--- src/rtl/core/crt_pkg.sv ---
// ----------------------------------------------------------------------------
// crt_pkg
// Shared types and constants for the capacity reservation tracker.
// ----------------------------------------------------------------------------
package crt_pkg;

  localparam logic [1:0] CMD_RESERVE = 2'd0;
  localparam logic [1:0] CMD_RELEASE = 2'd1;
  localparam logic [1:0] CMD_PROFILE = 2'd2;

  localparam logic [2:0] ST_OK        = 3'd0;
  localparam logic [2:0] ST_NO_CAP    = 3'd1;
  localparam logic [2:0] ST_FULL      = 3'd2;
  localparam logic [2:0] ST_NOT_FOUND = 3'd3;
  localparam logic [2:0] ST_EMPTY     = 3'd4;

  localparam logic [31:0] CAP_RESET = 32'd1073741824;

  // datapath operations issued by the controller
  typedef enum logic [3:0] {
    OP_NONE,
    OP_LATCH,      // capture the command beat
    OP_RESERVE,    // write new entry, update counters
    OP_SCAN_RD,    // issue table read at scan index
    OP_SCAN_CHK,   // compare id / compute byte-ticks product (multiply)
    OP_SCAN_ACC,   // add product to total
    OP_MOVE_RD,    // read last entry
    OP_MOVE_WR,    // write last entry into hit slot, finish release
    OP_DIV1_INIT,
    OP_DIV_STEP,
    OP_DIV2_INIT,
    OP_PROF_DONE,
    OP_EMIT
  } crt_op_e;

  typedef struct packed {
    crt_op_e op;
  } crt_cmd_t;

  typedef struct packed {
    logic [1:0] cmd;
    logic       no_cap;
    logic       full;
    logic       empty;
    logic       scan_end;
    logic       hit;
    logic       div_done;
  } crt_stat_t;

endpackage

--- src/rtl/core/crt_ctrl.sv ---
// ----------------------------------------------------------------------------
// crt_ctrl
// Sequencer for reserve, release-scan-move and profile-scan-divide.
// ----------------------------------------------------------------------------
module crt_ctrl import crt_pkg::*; (
  input  logic      clk_i,
  input  logic      rst_ni,
  input  logic      start_i,
  input  crt_stat_t stat_i,
  output crt_cmd_t  ctl_o,
  output logic      busy_o,
  output logic      done_o
);

  typedef enum logic [3:0] {
    S_IDLE, S_DECODE, S_RD, S_CHK, S_ACC, S_MVRD, S_MVWR,
    S_D1I, S_DIV, S_D2I, S_PDONE, S_EMIT, S_OUT
  } state_e;

  state_e state_q;
  logic   div2_q;
  logic   done_q;

  always_comb begin
    unique case (state_q)
      S_IDLE:   ctl_o.op = start_i ? OP_LATCH : OP_NONE;
      S_DECODE: ctl_o.op = (stat_i.cmd == CMD_RESERVE && !stat_i.no_cap && !stat_i.full)
                           ? OP_RESERVE : OP_NONE;
      S_RD:     ctl_o.op = stat_i.scan_end ? OP_NONE : OP_SCAN_RD;
      S_CHK:    ctl_o.op = OP_SCAN_CHK;
      S_ACC:    ctl_o.op = OP_SCAN_ACC;
      S_MVRD:   ctl_o.op = OP_MOVE_RD;
      S_MVWR:   ctl_o.op = OP_MOVE_WR;
      S_D1I:    ctl_o.op = OP_DIV1_INIT;
      S_DIV:    ctl_o.op = stat_i.div_done ? OP_NONE : OP_DIV_STEP;
      S_D2I:    ctl_o.op = OP_DIV2_INIT;
      S_PDONE:  ctl_o.op = OP_PROF_DONE;
      S_EMIT:   ctl_o.op = OP_EMIT;
      default:  ctl_o.op = OP_NONE;
    endcase
  end

  assign busy_o = state_q != S_IDLE;
  assign done_o = done_q;

  always_ff @(posedge clk_i or negedge rst_ni) begin
    if (!rst_ni) begin
      state_q <= S_IDLE;
      div2_q  <= 1'b0;
      done_q  <= 1'b0;
    end else begin
      done_q <= 1'b0;
      unique case (state_q)
        S_IDLE: if (start_i) state_q <= S_DECODE;
        S_DECODE: begin
          if (stat_i.cmd == CMD_RELEASE) begin
            state_q <= S_RD;
          end else if (stat_i.cmd == CMD_PROFILE && !stat_i.empty) begin
            state_q <= S_RD;
          end else begin
            state_q <= S_EMIT;
          end
        end
        S_RD: begin
          if (stat_i.scan_end) begin
            state_q <= (stat_i.cmd == CMD_PROFILE) ? S_D1I : S_EMIT;
          end else begin
            state_q <= S_CHK;
          end
        end
        S_CHK: state_q <= S_ACC;
        S_ACC: state_q <= stat_i.hit ? S_MVRD : S_RD;
        S_MVRD: state_q <= S_MVWR;
        S_MVWR: state_q <= S_EMIT;
        S_D1I: begin
          div2_q  <= 1'b0;
          state_q <= S_DIV;
        end
        S_DIV: if (stat_i.div_done) state_q <= S_PDONE;
        S_PDONE: state_q <= div2_q ? S_EMIT : S_D2I;
        S_D2I: begin
          div2_q  <= 1'b1;
          state_q <= S_DIV;
        end
        S_EMIT: begin
          state_q <= S_OUT;
          done_q  <= 1'b1;
        end
        S_OUT: state_q <= S_IDLE;
        default: state_q <= S_IDLE;
      endcase
    end
  end

endmodule

--- config.mk ---
export PLATFORM = sky130hd
export DESIGN_NAME = crt_ctrl
export DESIGN_NICKNAME = d
export VERILOG_FILES = /design/src/rtl/core/crt_pkg.sv /design/src/rtl/core/crt_ctrl.sv
export SDC_FILE = /design/constraint.sdc
export NUM_CORES = 1
export LEC_CHECK = 0
export ABC_AREA = 1
export BUFFER_PORTS_ARGS = -buffer_cell sky130_fd_sc_hd__buf_2
export CELL_PAD_IN_SITES_DETAIL_PLACEMENT = 0
export CELL_PAD_IN_SITES_GLOBAL_PLACEMENT = 2
export CORE_ASPECT_RATIO = 1.2
export CORE_UTILIZATION = 25
export CTS_BUF_LIST = sky130_fd_sc_hd__clkbuf_4 sky130_fd_sc_hd__clkbuf_8
export CTS_CLUSTER_SIZE = 24
export DETAILED_ROUTE_END_ITERATION = 7
export GPL_TIMING_DRIVEN = 0
export PLACE_DENSITY_LB_ADDON = 0.1
export SLEW_MARGIN = 30
export SYNTH_ARGS = -nofsm -noshare
export SYNTH_HDL_FRONTEND = slang
export SYNTH_SLANG_ARGS = --single-unit
--- constraint.sdc ---
create_clock -name clk_i -period 1.2 [get_ports clk_i]
set_clock_uncertainty 0.05 [all_clocks]
set_input_delay 0.18 -clock clk_i [delete_from_list [all_inputs] [get_ports clk_i]]
set_output_delay 0.18 -clock clk_i [all_outputs]
set_load 0.01 [all_outputs]
Word level (Yosys, flattened, before mapping)
Index checks and enable logic that the tools add are counted.
{"block": "op_classes", "addsub": 0, "n_mul": 0, "div": 0, "order_cmp": 0, "eq_ne": 15, "shift": 0, "mux": 16, "n_bitwise": 0, "n_reduce_logical": 12}
{"cell": "4-bit case mux with 12 select lines", "count": 1}
{"cell": "4-bit case mux with 11 select lines", "count": 1}
{"cell": "4-bit two-way mux", "count": 7}
{"cell": "4-bit by 3-bit == test with 1-bit output, second input constant", "count": 4}
{"cell": "4-bit == test, second input constant", "count": 4}
{"cell": "4-bit by 2-bit == test with 1-bit output, second input constant", "count": 2}
{"cell": "2-bit two-way mux", "count": 3}
{"cell": "4-bit by 1-bit == test with 1-bit output, second input constant", "count": 1}
{"cell": "4-bit logical NOT", "count": 1}
{"cell": "2-bit != test, second input constant", "count": 2}
{"cell": "4-bit nonzero test", "count": 1}
{"cell": "1-bit logical AND", "count": 3}
{"cell": "1-bit logical NOT", "count": 3}
{"cell": "3-bit two-way mux", "count": 1}
{"cell": "2-bit by 1-bit == test with 1-bit output, second input constant", "count": 1}
{"cell": "2-bit == test, second input constant", "count": 1}
{"cell": "2-bit logical NOT", "count": 1}
{"cell": "1-bit two-way mux", "count": 2}
{"cell": "1-bit case mux with 2 select lines", "count": 1}
{"cell": "2-bit AND reduction", "count": 1}
{"cell": "2-bit nonzero test", "count": 1}
{"cell": "2-bit OR reduction", "count": 1}
{"block": "word_totals", "ff_bits": 6, "latchBits": 0, "ramBits": 0, "mem_bits_ro": 0, "input_bits": 11, "out_inout_bits": 6, "word_cells": 46, "mem_count": 0}

Logic depth before layout (Yosys ltp)
Gate-level depths: netlist of the first run.
{"block": "depth", "ltp_word": 5, "mapped_depth": 7, "mapped_depth_nobuf": 7}

Worst setup path before layout of the first run
OpenSTA, ideal clock, no wires.
{"block": "synth_timing", "path_type": "register -> output", "startpoint": "register state_q[3]", "endpoint": "output port ctl_o[0] (netlist name)", "arrival_ps": 967, "t_required_ps": 970, "slack_ps": 3, "path_stages_with_launch": 6, "n_path_buf": 0, "cell_sequence": "dfrtp_1 > nor2_4 > inv_2 > nor2_2 > nand2_1 > nand4_1"}
{"element": "from (decl)", "line_no": "crt_ctrl.sv:20", "source": "state_e state_q;"}
{"element": "from (signal assigned)", "line_no": "crt_ctrl.sv:66", "source": "state_q <= (stat_i.cmd == CMD_PROFILE) ? S_D1I : S_EMIT;"}
{"element": "from (signal assigned)", "line_no": "crt_ctrl.sv:72", "source": "S_ACC: state_q <= stat_i.hit ? S_MVRD : S_RD;"}
{"element": "from (signal assigned)", "line_no": "crt_ctrl.sv:80", "source": "S_PDONE: state_q <= div2_q ? S_EMIT : S_D2I;"}
{"element": "to (decl)", "line_no": "crt_ctrl.sv:10", "source": "output crt_cmd_t ctl_o,"}

==> flow_summary.ini, run 1 <==
[yosys]
yosysUniqueCellTypes = 15
syn-num-nets = 89
ys_warn_count = 0
yosysSeqAreaShare_pct = 30.08
synth_top_area_share_pct = 30.08
synth_area_sq_um = 499.2
syn_inst = 78
avgSynthCellArea_sq_um = 6.400
yosysTopAreaCell = dfrtp_1
synth-seq-cells = 6
netlist_top_cells_area = dfrtp_1 (30%), nand2_1 (14%), nand3_1 (9.0%)

[cells_and_area]
drive_gt1_share_pct = 50.00
diodes = 0
multi_input_area_sq_um = 332.8
final_nets = 119
layout.cells.non_filler = 125
area_growth_syn_to_layout_pct = 49.87
nFillCells = 207
seq_area_sq_um = 153.9
final_cell_mix = nand2_1 (17), buf_2 (16), nor2_1 (8)
mostFrequentLayoutCell = nand2_1

[drt]
route.met3.wl_um = 42
via_per_inst = 4.600
drc = 0
m1WireLength_um = 624
firstDrtPassIters = 4
drtIter0Drc = 10
wl_mm = 1.290
vias = 575
wl_met2_um = 612
highest_layer = met4
routedWlPerCell_um = 10.32
detail-route-antenna-nets = 0

[critical_path]
crit_top_cell = o21ai_1
cpMaxStageDelayCell = dfrtp_2
crit_type = register to primary output
slowest_delay_ps = 470
cp.arrival_ps = 1270
start_kind = register
worstPathRequired_ps = 970
path_cells = nor2_4, inv_2, o21ai_1, o21ai_1, buf_2
cp-end-kind = primary output
path_max_fanout = 5

[die]
die_area_sq_um = 2180
start_util_pct = 26.98
num_io_pins = 17
fp.dieH_um = 50.95
die_w_um = 42.80
fp.coreArea_sq_um = 1851
fp-row-count = 17

[global_routing]
grt_max_degree = 8
antenna_found_initial = 0
grt.overflow.total = 0
grt_pass1_wl_mm = 2.366
grt_pass1_vias = 588
grt_usage_pct = 14.14

[sta]
worst_slew_pin_slew_ps = 185.8
period_minus_slack_ps = 1500
max_freq_mhz = 666.9
rsz0062_at_grt = yes
setup_ws_ps = -299.5
maxSlewViolCount = 0
hold_violations = 0
slew_headroom_pct = 87.57
setup_violations = 7
final.period_utilization_pct = 125.0

[clocking]
cts_max_level = 1
clk_path_buf_depth = 2
tritoncts = done
clock-sinks = 6
clk_latency_ps = 240
cts_root_buffer = clkbuf_4
cts_made_buffers = 3
clkTransAtPathRegs_ps = 40

[power]
ir_drop_uv = 1118
p_leak_nw = 0.4021
p_per_area_nw_per_um2 = 2871

[worst_hold_path]
min_path_type = input pin to register

[placement]
dpl_worst_slack_ps = -208.1
dp_cells = 113
hpwl_mm = 1.016
io_buffers = 16
gp_congestion = 0.7089

[status]
status = complete, but fails checks
violations = negative setup slack

[flow_run]
drv_cap = 0
## metrics by stage
stage | power (mW) | hold WS, ps | cell area [sq um] | utilization (%) | setup TNS (ps)
CTS | 2.034 | 152.2 | 716.9 | 38.74 | -1720
global route | 2.375 | 164.2 | 748.2 | 40.43 | -2235
finish | 2.148 | 151.7 | 748.2 | 40.43 | -1606
detailed placement | 1.555 | -40.01 | 603.1 | 32.59 | -640.2
global placement | 1.577 | -41.43 | 603.1 | 32.59 | -715.9
floorplan | 1.237 | -165.6 | 499.2 | - | 0
## Yosys cell counts, drive strengths merged
cell type and instances:
nand2 22, nor2 15, inv 14, nand3 9
dfrtp 6, o21ai 6, nand4 3, a21oi 2
o211ai 1
## cells by family after synthesis
logic type,count (synthesis),synth area share [%]
flops,6,30.07
compound gates,9,10.28
simple gates,49,49.12
buf+inv,14,10.53
## sequential cells by signal, summed over array words and instances, names as in the netlist
signal and flops:
state_q 4, div2_q 1, done_o 1
## repair_timing
item / in CTS / in global routing
pin swaps: 3 / 3
endpoints found under the hold margin: 6 / 0
buffers inserted: 6 / 2
endpoints found under the setup margin: 6 / 9
resized for setup: 13 / 5
hold buffers: 1 / 0
## where the power goes
group / total [mW] / switching (mW) / internal (mW)
combinational: 1.50 / 0.835 / 0.664
sequential: 0.468 / 0.160 / 0.308
clock: 0.180 / 0.0675 / 0.113
## worst max-delay path: cells and delay by family, from the launching register on
kind            cells  cell delay, ps
flops               1             470
buf+inv             2             200
compound gates      2             200
simple gates        1             170
## routing by layer
metal | global-route usage, % | vias up
li1 | - | 304
met1 | 17.60 | 256
met2 | 23.23 | 13
met3 | 2.120 | 2
met4 | 7.292 | 0
met5 | 0 | -
## final cells by class
| cell class | count | area share [%] |
|---|---|---|
| Multi-Input combinational cell | 58 | 44.48 |
| Timing Repair Buffer | 25 | 21.07 |
| Sequential cell | 6 | 20.57 |
| Inverter | 14 | 7.692 |
| Tap cell | 19 | 3.177 |
| Clock buffer | 3 | 3.010 |
## worst paths after layout
kind                                 start    endpoint  slack (ps)  cells after the start
max in group asynchronous           rst_ni  state_q[1]         710                      2
worst max register to register  state_q[1]  state_q[1]        -150                      8
worst min-delay path             stat_i[2]  state_q[2]         150                      3
worst min register to register      div2_q      div2_q         490                      2
min in group asynchronous           rst_ni  state_q[2]         240                      2
worst max-delay path            state_q[1]    ctl_o[3]        -300                      5
Power figures use the tool's default switching activity.
==> inputs of run 2 (changes only) <==
--- a/config.mk
+++ b/config.mk
@@ -16,6 +16,7 @@
 export DETAILED_ROUTE_END_ITERATION = 7
 export GPL_TIMING_DRIVEN = 0
 export PLACE_DENSITY_LB_ADDON = 0.1
+export RECOVER_POWER = 50
 export SLEW_MARGIN = 30
 export SYNTH_ARGS = -nofsm -noshare
 export SYNTH_HDL_FRONTEND = slang
==> constraint.sdc (replaced) <==
create_clock -name clk_i -period 1.9 [get_ports clk_i]
set_clock_uncertainty 0.05 [all_clocks]
set_input_delay 0.285 -clock clk_i [delete_from_list [all_inputs] [get_ports clk_i]]
set_output_delay 0.285 -clock clk_i [all_outputs]
set_load 0.01 [all_outputs]
==> run 2 against run 1 <==
The flow now finishes without violations. Critical path type unchanged. Via count fell by 5.9%. Clock-buffer cell count did not move. Register-to-register slack improved by 810 ps. Cell count fell by 6.4%. Setup slack improved by 430 ps. Non-clock buffer count fell by 8. Sequential cell count did not move.
==> flow_summary.ini, run 2 (synthesis results as in run 1) <==
[status]
status = finished clean

[clocking]
cts_made_buffers = 3
clk_latency_ps = 240
cts_root_buffer = clkbuf_4
postCtsSetupBuffers = 0
tritoncts = done
clkTransAtPathRegs_ps = 40
clock-sinks = 6
cts_resized = 0
hold_buffers = 1
cts_max_level = 1
clk_path_buf_depth = 2

[die]
fp.coreArea_sq_um = 1851
die_w_um = 42.80
start_util_pct = 26.98
fp.dieH_um = 50.95
die_area_sq_um = 2180
num_io_pins = 17
fp-row-count = 17

[global_routing]
grt_util_met1_pct = 16.09
antenna_found_initial = 0
grt_pass1_vias = 533
use_met2_pct = 21.46
grt_max_degree = 8
met3_usage_pct = 2.120
grt_usage_pct = 12.97
grt-busiest-layer = met2
grt.overflow.total = 0
grt_pass1_wl_mm = 2.173

[critical_path]
path_cells = nor2_4, inv_2, nor2_2, nand2_1, nand4_1, buf_2
cp.arrival_ps = 1440
path_max_fanout = 7
crit_type = register to primary output
worstPathRequired_ps = 1560
path_buf_inv = 2
critical-path-top-delay-family = simple AND/OR/NAND/NOR gates
cp-end-kind = primary output
cpMaxStageDelayCell = dfrtp_1
start_kind = register
slowest_delay_ps = 460

[cells_and_area]
final_nets = 111
final_cell_mix = nand2_1 (20), buf_2 (14), nor2_1 (9), nand3_1 (9)
diodes = 0
final_area_sq_um = 630.6
final_core_util_pct = 34.08
area_growth_syn_to_layout_pct = 26.32
largest_register = state_q
largest_register_ffs = 4
nFillCells = 220
drive_gt1_share_pct = 33.67
layout.cells.non_filler = 117
mostFrequentLayoutCell = nand2_1

[power]
clkPwrFrac_pct = 10.5
ir_drop_uv = 542.3
pwr-share-seq_pct = 25.7
p_sw_mw = 0.5671
p_leak_nw = 0.3436
p_comb_share_pct = 63.8
p_per_area_nw_per_um2 = 1713
switching_share_pct = 52.49
p_int_mw = 0.5133

[sta]
hold_violations = 0
final.period_utilization_pct = 93.33
worst_slew_pin_slew_ps = 309.7
rsz0062_at_grt = no
max_freq_mhz = 563.9
setup_tns_ps = 0
slew_headroom_pct = 79.35
period_minus_slack_ps = 1773
setup_violations = 0
maxSlewViolCount = 0

[drt]
detail-route-antenna-nets = 0
firstDrtPassIters = 4
drtIter0Drc = 10
routedWlPerCell_um = 10.08
wl_mm = 1.179
via_per_inst = 4.624
drc = 0
vias = 541

[placement]
placed_area_sq_um = 603.1
gp_congestion = 0.7089
dp_cells = 113
hpwl_mm = 1.016
io_buffers = 16

[flow_run]
drv_cap = 0

[worst_hold_path]
min_path_type = input pin to register
==> run 2: changes by cell type in the layout (fill, tap and decap cells not counted), sizes merged <==
cell,change
buf,-10
clkbuf,+2
==> run 2: layout make-up <==
| type | count | area (sq um) | share of cell area [%] |
|---|---|---|---|
| flip-flops and latches | 6 | 150.1 | 23.81 |
| clock buffers | 3 | 22.52 | 3.571 |
| multi-input cells | 58 | 294.0 | 46.63 |
| inverters | 14 | 52.55 | 8.333 |
| repair buffers | 17 | 87.58 | 13.89 |
| well taps | 19 | 23.77 | 3.770 |
==> run 2: routing by layer <==
layer / vias up / share of wire, % / wire, um
met5: - / 0 / 0
met4: 0 / 0.85 / 10
met3: 2 / 3.6 / 43
met2: 13 / 47 / 551
met1: 238 / 49 / 574
li1: 288 / - / -
==> run 2: power groups by stage <==
stage	logic, mW	registers, mW	clock network [mW]
after detailed placement	0.702	0.279	0
after global placement	0.712	0.284	0
after global routing	0.799	0.286	0.128
final	0.689	0.278	0.113
after floorplan	0.511	0.271	0
after CTS	0.702	0.282	0.118
==> run 2: worst register-to-register path, stage by stage (launching register included) <==
cell and delay (ps):
dfrtp_1 510, nand2_1 230, nand3_1 130, nand2_1 60, nor2_1 110, nor2_2 40
==> run 2: stage by stage <==
stage / hold WS (ps) / worst slack, ps / power (mW)
floorplan: -60.59 / 597.5 / 0.7812
global placement: 63.57 / 374.7 / 0.9957
detailed placement: 64.99 / 386.9 / 0.9818
CTS: 257.2 / 120.0 / 1.102
global route: 270.2 / 42.93 / 1.213
finish: 255.5 / 126.7 / 1.080
==> run 2: final timing paths <==
kind	from	endpoint	slack, ps	cells past startpoint
setup / recovery	state_q[3]	ctl_o[0]	130	6
hold / removal	stat_i[2]	state_q[2]	260	3
setup reg to reg	state_q[1]	state_q[1]	660	5
hold reg to reg	div2_q	div2_q	500	2
max in group asynchronous	rst_ni	state_q[1]	1170	2
min in group asynchronous	rst_ni	state_q[2]	390	2
